--- src/sv/assert_macros.svh ---
// Assertion helpers used by the top-level module to check its own logic.
`ifndef ASSERT_MACROS_SVH
`define ASSERT_MACROS_SVH

// Same-cycle implication, checked outside reset.
`define ASSERT_IMPLY(label, clk, rst, ante, cons) \
  label: assert property (@(posedge clk) disable iff (rst) (ante) |-> (cons)) \
    else $error("implication check failed");

// Next-cycle implication, checked outside reset.
`define ASSERT_NEXT(label, clk, rst, ante, cons) \
  label: assert property (@(posedge clk) disable iff (rst) (ante) |=> (cons)) \
    else $error("next-cycle check failed");

`endif

--- src/sv/sols_pkg.sv ---
// ----------------------------------------------------------------------------
// sols_pkg
// Shared constants and controller/datapath interface types of the
// self-organizing search table.
// ----------------------------------------------------------------------------
package sols_pkg;

  localparam int TABLE_SLOTS_DEFAULT = 32;

  localparam int WORD_W = 32;
  localparam int POS_W  = 5;
  localparam int MODE_W = 2;
  localparam int USE_W  = 6;
  localparam int CFG_W  = 6;

  localparam logic [MODE_W-1:0] MODE_PLAIN     = 2'd0;
  localparam logic [MODE_W-1:0] MODE_TRANSPOSE = 2'd1;
  localparam logic [MODE_W-1:0] MODE_TO_HEAD   = 2'd2;

  localparam logic CFG_SEARCH_MODE    = 1'b0;
  localparam logic CFG_ENTRIES_IN_USE = 1'b1;

  localparam logic OP_WRITE  = 1'b0;
  localparam logic OP_SEARCH = 1'b1;

  typedef struct packed {
    logic capture;
    logic do_write;
    logic scan_en;
    logic swap_rd;
    logic swap_wr;
    logic load_result;
  } sols_cmd_t;

  typedef struct packed {
    logic is_search;
    logic hit;
    logic swap_need;
    logic exhausted;
    logic res_busy;
  } sols_status_t;

endpackage

--- src/sv/self_organizing_linear_search.sv ---
// ----------------------------------------------------------------------------
// self_organizing_linear_search
// Table of signed words with write and linear search, optionally reordered
// after a hit by transposition or by exchange with the head entry.
// ----------------------------------------------------------------------------
// Answer path: an accepted write passes the write and finish states; a search
// compares entries until the first hit or the end of the entries in use, and a
// hit that reorders the table also passes the swap read and swap write states.
// Throughput: one word at a time, one entry compared per cycle from the single
// read port; the next word is taken no earlier than its predecessor's answer.
// Reset: clears mode, entry count and control state; entry memory is not.
// ----------------------------------------------------------------------------
module self_organizing_linear_search #(
  parameter int TABLE_SLOTS = sols_pkg::TABLE_SLOTS_DEFAULT
) (
  input  logic                                clk,
  input  logic                                rst,
  input  logic                                in_valid,
  output logic                                in_ready,
  input  logic                                opcode,
  input  logic [sols_pkg::POS_W-1:0]          entry_position,
  input  logic signed [sols_pkg::WORD_W-1:0]  item_value,
  output logic                                out_valid,
  input  logic                                out_ready,
  output logic                                answered_kind,
  output logic                                found,
  output logic [sols_pkg::POS_W-1:0]          found_position,
  input  logic                                cfg_write,
  input  logic                                cfg_index,
  input  logic [sols_pkg::CFG_W-1:0]          cfg_data
);
  import sols_pkg::*;
  `include "assert_macros.svh"

  // The controller only sequences; every register that holds table data,
  // keys, indexes or results lives in the datapath.
  sols_cmd_t    cmd;
  sols_status_t status;

  sols_ctrl u_ctrl (
    .clk      (clk),
    .rst      (rst),
    .in_valid (in_valid),
    .in_ready (in_ready),
    .cmd      (cmd),
    .status   (status)
  );

  // The result register lets a new word be accepted while the previous
  // answer still waits on the output side.
  sols_datapath #(
    .TABLE_SLOTS (TABLE_SLOTS)
  ) u_datapath (
    .clk          (clk),
    .rst          (rst),
    .cmd          (cmd),
    .status       (status),
    .in_opcode    (opcode),
    .in_position  (entry_position),
    .in_value     (item_value),
    .cfg_write    (cfg_write),
    .cfg_index    (cfg_index),
    .cfg_data     (cfg_data),
    .out_ready    (out_ready),
    .out_valid    (out_valid),
    .out_kind     (answered_kind),
    .out_found    (found),
    .out_position (found_position)
  );

  // Only one word is in flight at a time.
  `ASSERT_NEXT(a_single_word, clk, rst, in_valid && in_ready, !in_ready)
  // A match can only be reported for a search.
  `ASSERT_IMPLY(a_found_is_search, clk, rst, out_valid && found, answered_kind == OP_SEARCH)
  // A write acknowledgement carries no position.
  `ASSERT_IMPLY(a_write_ack_clean, clk, rst, out_valid && (answered_kind == OP_WRITE), (!found) && (found_position == '0))
  // A compare hit means a read is pending, so the scan cannot also be done.
  `ASSERT_IMPLY(a_hit_not_done, clk, rst, status.hit, !status.exhausted)

endmodule

--- src/sv/sols_ctrl.sv ---
// ----------------------------------------------------------------------------
// sols_ctrl
// Sequencer for write, scan, reorder and result hand-off.
// ----------------------------------------------------------------------------
module sols_ctrl (
  input  logic                  clk,
  input  logic                  rst,
  input  logic                  in_valid,
  output logic                  in_ready,
  output sols_pkg::sols_cmd_t    cmd,
  input  sols_pkg::sols_status_t status
);
  import sols_pkg::*;

  typedef enum logic [2:0] {
    S_IDLE,
    S_WRITE,
    S_SCAN,
    S_SWAP_RD,
    S_SWAP_WR,
    S_FINISH
  } state_t;

  state_t state;

  assign in_ready = (state == S_IDLE);

  always_comb begin
    cmd             = '0;
    cmd.capture     = (state == S_IDLE) && in_valid;
    cmd.do_write    = (state == S_WRITE);
    cmd.scan_en     = (state == S_SCAN);
    cmd.swap_rd     = (state == S_SWAP_RD);
    cmd.swap_wr     = (state == S_SWAP_WR);
    cmd.load_result = (state == S_FINISH) && !status.res_busy;
  end

  always_ff @(posedge clk) begin
    if (rst) begin
      state <= S_IDLE;
    end else begin
      case (state)
        S_IDLE: begin
          if (in_valid) begin
            if (status.is_search) begin
              state <= S_SCAN;
            end else begin
              state <= S_WRITE;
            end
          end
        end
        S_WRITE:   state <= S_FINISH;
        S_SCAN: begin
          if (status.hit) begin
            state <= status.swap_need ? S_SWAP_RD : S_FINISH;
          end else if (status.exhausted) begin
            state <= S_FINISH;
          end
        end
        S_SWAP_RD: state <= S_SWAP_WR;
        S_SWAP_WR: state <= S_FINISH;
        S_FINISH: begin
          if (!status.res_busy) begin
            state <= S_IDLE;
          end
        end
        default:   state <= S_IDLE;
      endcase
    end
  end

endmodule

--- src/sv/sols_datapath.sv ---
// ----------------------------------------------------------------------------
// sols_datapath
// Entry memory, scan counter, match compare, swap addressing, configuration
// registers and the result register.
// ----------------------------------------------------------------------------
module sols_datapath #(
  parameter int TABLE_SLOTS = sols_pkg::TABLE_SLOTS_DEFAULT
) (
  input  logic                                clk,
  input  logic                                rst,
  input  sols_pkg::sols_cmd_t                 cmd,
  output sols_pkg::sols_status_t              status,
  input  logic                                in_opcode,
  input  logic [sols_pkg::POS_W-1:0]          in_position,
  input  logic signed [sols_pkg::WORD_W-1:0]  in_value,
  input  logic                                cfg_write,
  input  logic                                cfg_index,
  input  logic [sols_pkg::CFG_W-1:0]          cfg_data,
  input  logic                                out_ready,
  output logic                                out_valid,
  output logic                                out_kind,
  output logic                                out_found,
  output logic [sols_pkg::POS_W-1:0]          out_position
);
  import sols_pkg::*;

  localparam int AW = $clog2(TABLE_SLOTS);
  localparam int CW = $clog2(TABLE_SLOTS + 1);
  localparam int PW = (AW > POS_W) ? AW : POS_W;

  logic signed [WORD_W-1:0] mem [TABLE_SLOTS];
  logic signed [WORD_W-1:0] rdata;

  logic [MODE_W-1:0]        search_mode;
  logic [USE_W-1:0]         entries_in_use;

  logic                     op;
  logic [POS_W-1:0]         pos;
  logic signed [WORD_W-1:0] key;
  logic [CW-1:0]            idx;
  logic                     pend_valid;
  logic [AW-1:0]            pend_idx;
  logic                     found_r;
  logic [AW-1:0]            hit_idx;
  logic [AW-1:0]            partner;

  logic [CW-1:0]            limit;
  logic [PW-1:0]            pos_ext;
  logic [PW-1:0]            hit_ext;
  logic                     pos_ok;
  logic                     more;
  logic                     hit;
  logic [AW-1:0]            raddr;
  logic [AW-1:0]            waddr;
  logic signed [WORD_W-1:0] wdata;
  logic                     we;

  always_ff @(posedge clk) begin
    if (rst) begin
      search_mode    <= MODE_PLAIN;
      entries_in_use <= '0;
    end else if (cfg_write) begin
      if (cfg_index == CFG_SEARCH_MODE) begin
        search_mode <= cfg_data[MODE_W-1:0];
      end else begin
        entries_in_use <= cfg_data[USE_W-1:0];
      end
    end
  end

  always_comb begin
    limit = CW'(entries_in_use);
    if (int'(entries_in_use) > TABLE_SLOTS) begin
      limit = CW'(TABLE_SLOTS);
    end
  end

  assign pos_ext = PW'(pos);
  assign hit_ext = PW'(hit_idx);
  assign pos_ok  = int'(pos) < TABLE_SLOTS;
  assign more    = idx < limit;
  assign hit     = pend_valid && (rdata == key);

  assign status.is_search = (in_opcode == OP_SEARCH);
  assign status.hit       = hit;
  assign status.swap_need = (pend_idx != '0) &&
                            ((search_mode == MODE_TRANSPOSE) ||
                             (search_mode == MODE_TO_HEAD));
  assign status.exhausted = !pend_valid && !more;
  assign status.res_busy  = out_valid && !out_ready;

  // The swap first writes the key into the partner slot while its old
  // contents are read out; the second step moves them into the hit slot.
  always_comb begin
    raddr = cmd.swap_rd ? partner : idx[AW-1:0];
    waddr = hit_idx;
    wdata = rdata;
    we    = cmd.swap_wr;
    if (cmd.do_write) begin
      waddr = pos_ext[AW-1:0];
      wdata = key;
      we    = pos_ok;
    end else if (cmd.swap_rd) begin
      waddr = partner;
      wdata = key;
      we    = 1'b1;
    end
  end

  always_ff @(posedge clk) begin
    rdata <= mem[raddr];
    if (we) begin
      mem[waddr] <= wdata;
    end
  end

  always_ff @(posedge clk) begin
    if (cmd.capture) begin
      op  <= in_opcode;
      pos <= in_position;
      key <= in_value;
    end
    if (cmd.scan_en && hit) begin
      hit_idx <= pend_idx;
      partner <= (search_mode == MODE_TRANSPOSE) ? pend_idx - AW'(1) : '0;
    end else if (cmd.capture) begin
      hit_idx <= '0;
    end
    pend_idx <= idx[AW-1:0];
  end

  always_ff @(posedge clk) begin
    if (rst) begin
      idx        <= '0;
      pend_valid <= 1'b0;
      found_r    <= 1'b0;
    end else if (cmd.capture) begin
      idx        <= '0;
      pend_valid <= 1'b0;
      found_r    <= 1'b0;
    end else if (cmd.scan_en) begin
      pend_valid <= more;
      if (more) begin
        idx <= idx + CW'(1);
      end
      if (hit) begin
        found_r <= 1'b1;
      end
    end
  end

  always_ff @(posedge clk) begin
    if (rst) begin
      out_valid <= 1'b0;
    end else if (cmd.load_result) begin
      out_valid <= 1'b1;
    end else if (out_ready) begin
      out_valid <= 1'b0;
    end
  end

  always_ff @(posedge clk) begin
    if (cmd.load_result) begin
      out_kind     <= op;
      out_found    <= found_r;
      out_position <= hit_ext[POS_W-1:0];
    end
  end

endmodule

--- config.mk ---
export PLATFORM = sky130hd
export DESIGN_NAME = self_organizing_linear_search
export DESIGN_NICKNAME = d
export VERILOG_FILES = /design/src/sv/sols_pkg.sv /design/src/sv/self_organizing_linear_search.sv /design/src/sv/sols_ctrl.sv /design/src/sv/sols_datapath.sv
export VERILOG_INCLUDE_DIRS = /design/src /design/src/sv
export SDC_FILE = /design/constraint.sdc
export NUM_CORES = 1
export LEC_CHECK = 0
export ABC_AREA = 1
export BUFFER_PORTS_ARGS = -buffer_cell sky130_fd_sc_hd__buf_2
export CORE_MARGIN = 2
export CORE_UTILIZATION = 34
export CTS_BUF_LIST = sky130_fd_sc_hd__clkbuf_4 sky130_fd_sc_hd__clkbuf_8
export DETAILED_ROUTE_END_ITERATION = 8
export SLEW_MARGIN = 30
export SYNTH_ARGS = -nofsm -noshare
export SYNTH_HDL_FRONTEND = slang
export SYNTH_HIERARCHICAL = 1
export SYNTH_SLANG_ARGS = --single-unit
--- constraint.sdc ---
create_clock -name clk -period 14.82 [get_ports clk]
set_input_delay 3.705 -clock clk [delete_from_list [all_inputs] [get_ports clk]]
set_output_delay 3.705 -clock clk [all_outputs]
set_load 0.05 [all_outputs]
Word level (Yosys, flattened, before mapping). Memories as Yosys holds them, arrays and structs flattened. A register that Yosys moved wholly into a read port is not among the register bits. Index checks and enable logic that the tools add are counted. Widths: inputs -> output; s select.

Logic and storage cells: 77. Register bits: 80. Memories kept: 1. Output and inout bits: 9. Memory bits (writable): 1024. Input port bits: 50.

Bitwise operators: 1. Mux-type cells: 21. Reductions and logical operators: 23. $lt $le $gt $ge: 2. Equality and inequality tests: 11. $add $sub $neg: 2.

Memory list: u_datapath.mem (depth 32, width 32, read ports 1, clocked after Yosys merged registers in 1, wr ports 1, RTL line sols_datapath.sv:31) `logic signed [WORD_W-1:0] mem [TABLE_SLOTS];`.

Operator list (number): $mux 32 (2); $eq 32x32->1 (1); $mux 5 (5); $mux 3 (5); $pmux 3 s5 (1); $reduce_and 2->1 (4); $logic_and 1x1->1 (7); $add 6x1->6 const B (1); $eq 3x2->1 const B (2); $eq 3x3->1 const B (2); $gt 6x6->1 const B (1); $lt 6x6->1 (1); $mux 1 (6); $mux 6 (1); $reduce_bool 5->1 (1); $sub 5x1->5 const B (1); $logic_not 1->1 (4); $ne 2x2->1 const B (2); $reduce_bool 2->1 (2); $reduce_or 2->1 (2); $eq 3x1->1 const B (1); $logic_not 3->1 (1); $ne 3x3->1 const B (1); $reduce_and 3->1 (1); 5 further kinds (5).

Depth between registers and ports, before layout. Gate-level depths: netlist (run 1).

Depth in word-level cells: 8. Depth in mapped cells: 17. Gate-level depth less buffers: 14.

Hierarchy. Netlist (run 1), hierarchy kept.

By module, submodules not included: sols_datapath (cells an instance 4290, times used 1, sequential area each 33482.1 um2, area an instance 47514.3 um2); sols_ctrl (cells an instance 41, times used 1, sequential area each 60.1 um2, area an instance 234.0 um2).

Worst setup path before layout (run 1). OpenSTA, ideal clock, no wires.

Path kind: input-to-reg. Start: input port in_valid. End: register u_datapath.pend_valid. Cell stages on the path: 5. Path buffers: 0. Data arrival time: 7.071 ns. Data required time: 14.695 ns. Setup time: 0.125 ns. Path slack: 7.624 ns. Cells stage by stage: inv_1 nor3_1 nor2_1 inv_1 a21oi_1.

RTL lines: start: declaration (RTL line self_organizing_linear_search.sv:18) `input logic in_valid,`; end signal: assignment (RTL line sols_datapath.sv:142) `pend_valid <= more;`; end: declaration (RTL line sols_datapath.sv:41) `logic pend_valid;`.

Worst setup path after layout (run 1).
Start: register u_ctrl.state[1]. End: output port in_ready.

Longest elaborated chain between the ends: 1.

Ends and longest elaborated chain: start: declaration (RTL line sols_ctrl.sv:24) `state_t state;`; start signal: assignment (RTL line sols_ctrl.sv:55) `state <= status.swap_need ? S_SWAP_RD : S_FINISH;`; $logic_not 3->1 (RTL line sols_ctrl.sv:26) `assign in_ready = (state == S_IDLE);`; end: declaration (RTL line self_organizing_linear_search.sv:19) `output logic in_ready,`.

Every way passes these cells.

==> results of run 1 <==
power by group through the flow:
stage          clock, W  sequential (W)  combinational [W]
2_1_floorplan         0         0.00458            0.00128
3_3_place_gp          0         0.00461            0.00205
3_5_place_dp          0         0.00461            0.00212
4_1_cts         0.00272         0.00454            0.00213
5_1_grt         0.00286         0.00455            0.00236
6_report        0.00268         0.00454            0.00215
path summary, 6_finish.rpt:
path / slack (ns) / endpoint / cells past startpoint
hold / removal: 0.42 / u_datapath/pend_idx[1]$_DFF_P_ / 0
hold reg to reg: 0.42 / u_datapath/pend_idx[1]$_DFF_P_ / 0
setup reg to reg: 9.20 / u_datapath/rdata[6]$_DFF_P_ / 15
setup / recovery: 9.12 / in_ready / 4
state kept, by name, summed over array words and instances, names as in the netlist:
register,count
u_datapath/pend_valid,1
u_datapath/partner,5
u_datapath/pend_idx,5
u_datapath/hit_ext,5
u_datapath/pos,5
u_datapath/key,32
u_datapath/out_valid,1
u_ctrl/state,3
u_datapath/rdata,32
u_datapath/search_mode,2
u_datapath/out_position,5
u_datapath/entries_in_use,6
u_datapath/op,1
u_datapath/found_r,1
u_datapath/out_kind,1
u_datapath/out_found,1
u_datapath/idx,6
u_datapath/mem,1024
cells in the mapped netlist (all sizes together):
| cell | number | share of area [%] |
|---|---|---|
| o211ai | 193 | 3.0 |
| nor2 | 114 | 0.91 |
| nor3 | 4 | 0.042 |
| nand3b | 2 | 0.031 |
| or2 | 4 | 0.052 |
| xor2 | 5 | 0.092 |
| nor3b | 1 | 0.016 |
| nor4 | 1 | 0.013 |
| dfxtp | 57 | 2.4 |
| buf | 188 | 2.0 |
| xnor2 | 4 | 0.073 |
| o21bai | 1 | 0.016 |
| a21oi | 17 | 0.18 |
| nand2 | 1488 | 12 |
| nand4 | 13 | 0.17 |
| ha | 8 | 0.21 |
| a22oi | 4 | 0.063 |
| o21ai | 51 | 0.54 |
| edfxtp | 1079 | 68 |
| a211oi | 1 | 0.016 |
| and2 | 1 | 0.013 |
| nand3 | 719 | 7.5 |
| inv | 298 | 2.3 |
| o21a | 4 | 0.063 |
| clkbuf | 74 | 0.58 |
cells by family (layout without fill, tap and decap cells):
logic type / Yosys count / in the layout / synth area share [%]
AOI/OAI and AO/OA: 271 / 271 / 3.91
and+or+nand+nor: 2347 / 2347 / 20.5
other: 0 / 2 / 0
DFF: 1136 / 1136 / 70.2
xor gates and xnor gates: 9 / 9 / 0.165
adders and majority gates: 8 / 8 / 0.210
buffers and inverters: 560 / 759 / 4.95
layout make-up:
| cell class | instances | area [um^2] | area share [%] |
|---|---|---|---|
| Antenna cell | 2 | 5.00 | 0.00927 |
| Clock buffer | 279 | 3280 | 6.08 |
| Clock inverter | 49 | 337 | 0.623 |
| Inverter | 298 | 1130 | 2.10 |
| Multi-Input combinational cell | 2635 | 12400 | 23.0 |
| Sequential cell | 1136 | 33500 | 62.1 |
| Tap cell | 1876 | 2350 | 4.35 |
| Timing Repair Buffer | 133 | 918 | 1.70 |
layer usage:
| layer | global-route usage [%] | share of wire (%) | wire length (um) |
|---|---|---|---|
| met1 | 25.7 | 42 | 56900 |
| met5 | 0 | 0 | 0 |
| met2 | 29.8 | 47 | 63500 |
| met4 | 7.44 | 3.6 | 4910 |
| met3 | 3.29 | 8.0 | 10900 |
worst max-delay path, cell delays in order, from the launching register on:
cell	delay, ns
dfxtp_1	0.34
nor2_1	0.27
inv_1	0.15
nor2_1	0.11
buf_2	0.27
per-stage QoR:
step / utilization, % / total power, W / worst slack (ns) / std cells
finish: 38.7 / 0.00937 / 9.12 / 6408
floorplan: - / 0.00586 / 7.62 / 4331
CTS: 38.6 / 0.00940 / 9.08 / 6405
detailed placement: 36.1 / 0.00673 / 9.37 / 6077
global route: 38.7 / 0.00978 / 8.75 / 6408
global placement: 36.0 / 0.00666 / 9.16 / 6077
==> results_dict.tcl, run 1 <==
set metrics [dict create \
    cts_hold_buffers 0 \
    rows 137 \
    core_um2 140000 \
    cts.path.max_buffers 3 \
    finalWeightedCongestion 0.884 \
    syn-cell-area_um2 47700 \
    clk_pin_slew_ns 0.06 \
    die_w_um 379 \
    peakVddDrop_v 0.000115 \
    final_common_cell "nand2_1" \
    syn2layout_area_growth_pct 13.1 \
    cts_max_level 4 \
    max_slew_margin_pct 33.0 \
    critPathKind "flip-flop to output port" \
    via_per_inst 5.12 \
    p_sw_w 0.00307 \
    hold_path.startpoint "u_datapath/idx[1]$_SDFFE_PP0P_" \
    num_vias 32800 \
    syn_inst 4331 \
    grt_pass1_vias 30900 \
    setup_tns_ns 0 \
    crit-reg2reg-launch "u_ctrl/state[2]$_SDFFE_PP0P_" \
    fin_crit_ns 5.70 \
    final_antenna_net_count 0 \
    clkPwrFrac_pct 28.6 \
    io-pin-count 59 \
    crit_path_end_kind "output port" \
    ys_seq_elements 1136 \
    drt_first_pass_iters 6 \
    worst_pin_slew_ns 1.00 \
    wirelength_um 136000 \
    post_dp_cell_area_um2 50300 \
    postCtsSetupBuffers 0 \
    intPower_w 0.00631 \
    start_util_pct 34.2 \
    max_freq_mhz 175 \
    seq_area_frac_synth_pct 70.2 \
    maxCapViolCount 0 \
    hpwlAfterDp_um 70400 \
    power_density_nw_per_um2 174 \
    hold_path.class "flip-flop to flip-flop" \
    drive_gt1_share_pct 11.5 \
    crit_fanout 5 \
    power_frac_comb_pct 23.0 \
    finalHoldViolCount 0 \
    grt-ovfl-total 0 \
    outcome "finished, final reports clean" \
    clock_latency_ns 0.87 \
    crit_start "u_ctrl/state[1]$_SDFFE_PP0P_" \
    yosys_warnings 6 \
    crit_path_start_kind "flip-flop" \
    synth.distinct_cells 34 \
    avgRoutedWirePerCell_um 21.3 \
    cts_tree "yes" \
    skew_ns 0.0399 \
    worstPathRequired_ns 11.11 \
    drc_errors 0 \
    cts-root-buf "clkbuf_8" \
    grt_max_degree 228 \
    globalRouteTotalUtil_pct 18.8 \
    fin_crit_sh_pct 38.5 \
    grt_pass1_wl_um 201000 \
    hold_ws_ns 0.417 \
    drt_iter0_markers 3966 \
    avgSynthCellArea_um2 11.0 \
    cp.arrival_ns 1.99 \
    fillers 13400 \
    cts_resized 0 \
    nets 4443 \
    clock-sinks 1136 \
    layout_common_cells "nand2_1, edfxtp_1, nand3_1" \
    maxSlewViolCount 0 \
    finalSetupViolations 0 \
    dieHeight_um 379 \
    synth_nets 4389 \
    p_leak_nw 20.2 \
    seq_power_share_pct 48.5 \
    dieArea_um2 143000 \
    rsz0062_at_grt "false" \
    fin_area_um2 54000 \
    antenna_found_initial 2 \
    io_buffers 58 \
    netSwitchingFraction_pct 32.7 \
    cts_buffers 181 \
]
Power figures use the tool's default switching activity.
==> run 2, diff against run 1 <==
clock period = 5.3 ns   (was 14.82 ns; I/O delays follow)
==> run 2 against run 1 <==
  * Sequential cell count unchanged
  * Clock power rose to 2.8 times the previous value
  * Die area unchanged
  * Worst setup slack worse by 7.9 ns
  * Clock skew fell by 0.0098 ns
  * Combinational power increased to 3.1 times the previous value
  * Largest cell class unchanged
  * Largest power group unchanged
  * Highest routed layer unchanged
==> results_dict.tcl, run 2 (synthesis gave the netlist of run 1 again) <==
set metrics [dict create \
    setup_ws_ns 1.22 \
    fin_crit_sh_pct 77.0 \
    globalRouteTotalUtil_pct 18.1 \
    rsz0062_at_grt "false" \
    finalSetupViolations 0 \
    num_vias 32600 \
    avgRoutedWirePerCell_um 20.4 \
    drc_errors 0 \
    grt_pass1_vias 31400 \
    dieHeight_um 379 \
    syn2layout_area_growth_pct 14.3 \
    cts_resized 0 \
    rows 137 \
    critPathKind "flip-flop to flip-flop" \
    cts.path.max_buffers 3 \
    skew_ns 0.0300 \
    hold_path.class "flip-flop to flip-flop" \
    core_um2 140000 \
    hpwlAfterDp_um 73500 \
    worst_pin_slew_ns 1.12 \
    peakVddDrop_v 0.000349 \
    layout_common_cells "nand2_1, edfxtp_1, nand3_1" \
    drt_iter0_markers 3351 \
    outcome "finished, final reports clean" \
    post_dp_cell_area_um2 50900 \
    cts_hold_buffers 0 \
    grt_max_degree 169 \
    fillers 13500 \
    fin_util_pct 39.1 \
    drive_gt1_share_pct 11.8 \
    clock_latency_ns 0.85 \
    crit_fanout 53 \
    grt-ovfl-total 0 \
    reg_top3 "u_datapath/mem: 1024 flops, u_datapath/key: 32 flops, u_datapath/rdata: 32 flops" \
    maxCapViolCount 0 \
    io-pin-count 59 \
    start_util_pct 34.2 \
    setup_tns_ns 0 \
    dieArea_um2 143000 \
    p_leak_nw 20.5 \
    cts_tree "yes" \
    clock-sinks 1136 \
    cp.arrival_ns 4.59 \
    cts-root-buf "clkbuf_8" \
    cts_max_level 4 \
    via_per_inst 5.06 \
    crit_path_end_kind "flip-flop" \
    die_w_um 379 \
    drt_first_pass_iters 7 \
    clk_pin_slew_ns 0.06 \
    finalHoldViolCount 0 \
    fin_crit_ns 4.08 \
    final_common_cell "nand2_1" \
    largest_reg_flops 1024 \
    hold_ws_ns 0.424 \
    wirelength_um 131000 \
    max_freq_mhz 245 \
    fin_area_um2 54600 \
    grt_pass1_wl_um 196000 \
    cts_buffers 183 \
    antenna_found_initial 1 \
    io_buffers 58 \
    final_antenna_net_count 0 \
    seq_area_um2 33500 \
    largest_register "u_datapath/mem" \
    crit_path_start_kind "flip-flop" \
    nets 4481 \
    multiInputGateArea_um2 12300 \
    maxSlewViolCount 0 \
    dpl_worst_slack_ns 1.29 \
    power_density_nw_per_um2 490 \
    postCtsSetupBuffers 0 \
    finalWeightedCongestion 0.855 \
    worstPathRequired_ns 5.81 \
    max_slew_margin_pct 25.5 \
]
run 2: area by class of cell:
cell class,count,area share (%)
repair buffers,169,2.94
multi-input cells,2635,22.6
flip-flops and latches,1136,61.5
clock buffers,259,5.85
clock inverters,76,0.741
diodes,1,0.00459
well taps,1876,4.30
inverters,298,2.08
run 2: power breakdown:
part	internal, W	switching [W]	total, W
registers	0.0123	0.000351	0.0127
logic	0.00153	0.00517	0.00670
clock network	0.00397	0.00342	0.00739
total	0.0178	0.00894	0.0267
run 2: critical path, stage by stage (launching register included):
cell and delay, ns:
dfxtp_1 0.36, inv_1 0.11, nor3_2 0.16, buf_4 0.25, nand2_8 0.27, o211ai_1 0.45
nand3_1 0.70, nor2_4 1.03, buf_4 0.39
run 2: metrics by stage:
stage,std cells,total power (W)
finish,6450,0.0267
CTS,6447,0.0269
floorplan,4331,0.0164
detailed placement,6112,0.0195
global placement,6098,0.0192
global route,6450,0.0279
run 2: routing by layer:
layer	track usage, %	routed length, um	up-vias
li1	-	-	15100
met1	24.2	54700	16000
met2	29.6	62700	1280
met3	3.00	9620	244
met4	6.78	4190	0
met5	0	0	-
run 2: path summary, 6_finish.rpt:
kind / start / to / slack [ns] / cells after the start
min reg2reg: u_datapath/op$_DFFE_PP_ / u_datapath/out_kind$_DFFE_PP_ / 0.42 / 0
max reg2reg: u_ctrl/state[0]$_SDFFE_PP0P_ / u_datapath/mem[1][31]$_DFFE_PP_ / 1.22 / 8
max: u_ctrl/state[0]$_SDFFE_PP0P_ / u_datapath/mem[1][31]$_DFFE_PP_ / 1.22 / 8
min: u_datapath/op$_DFFE_PP_ / u_datapath/out_kind$_DFFE_PP_ / 0.42 / 0
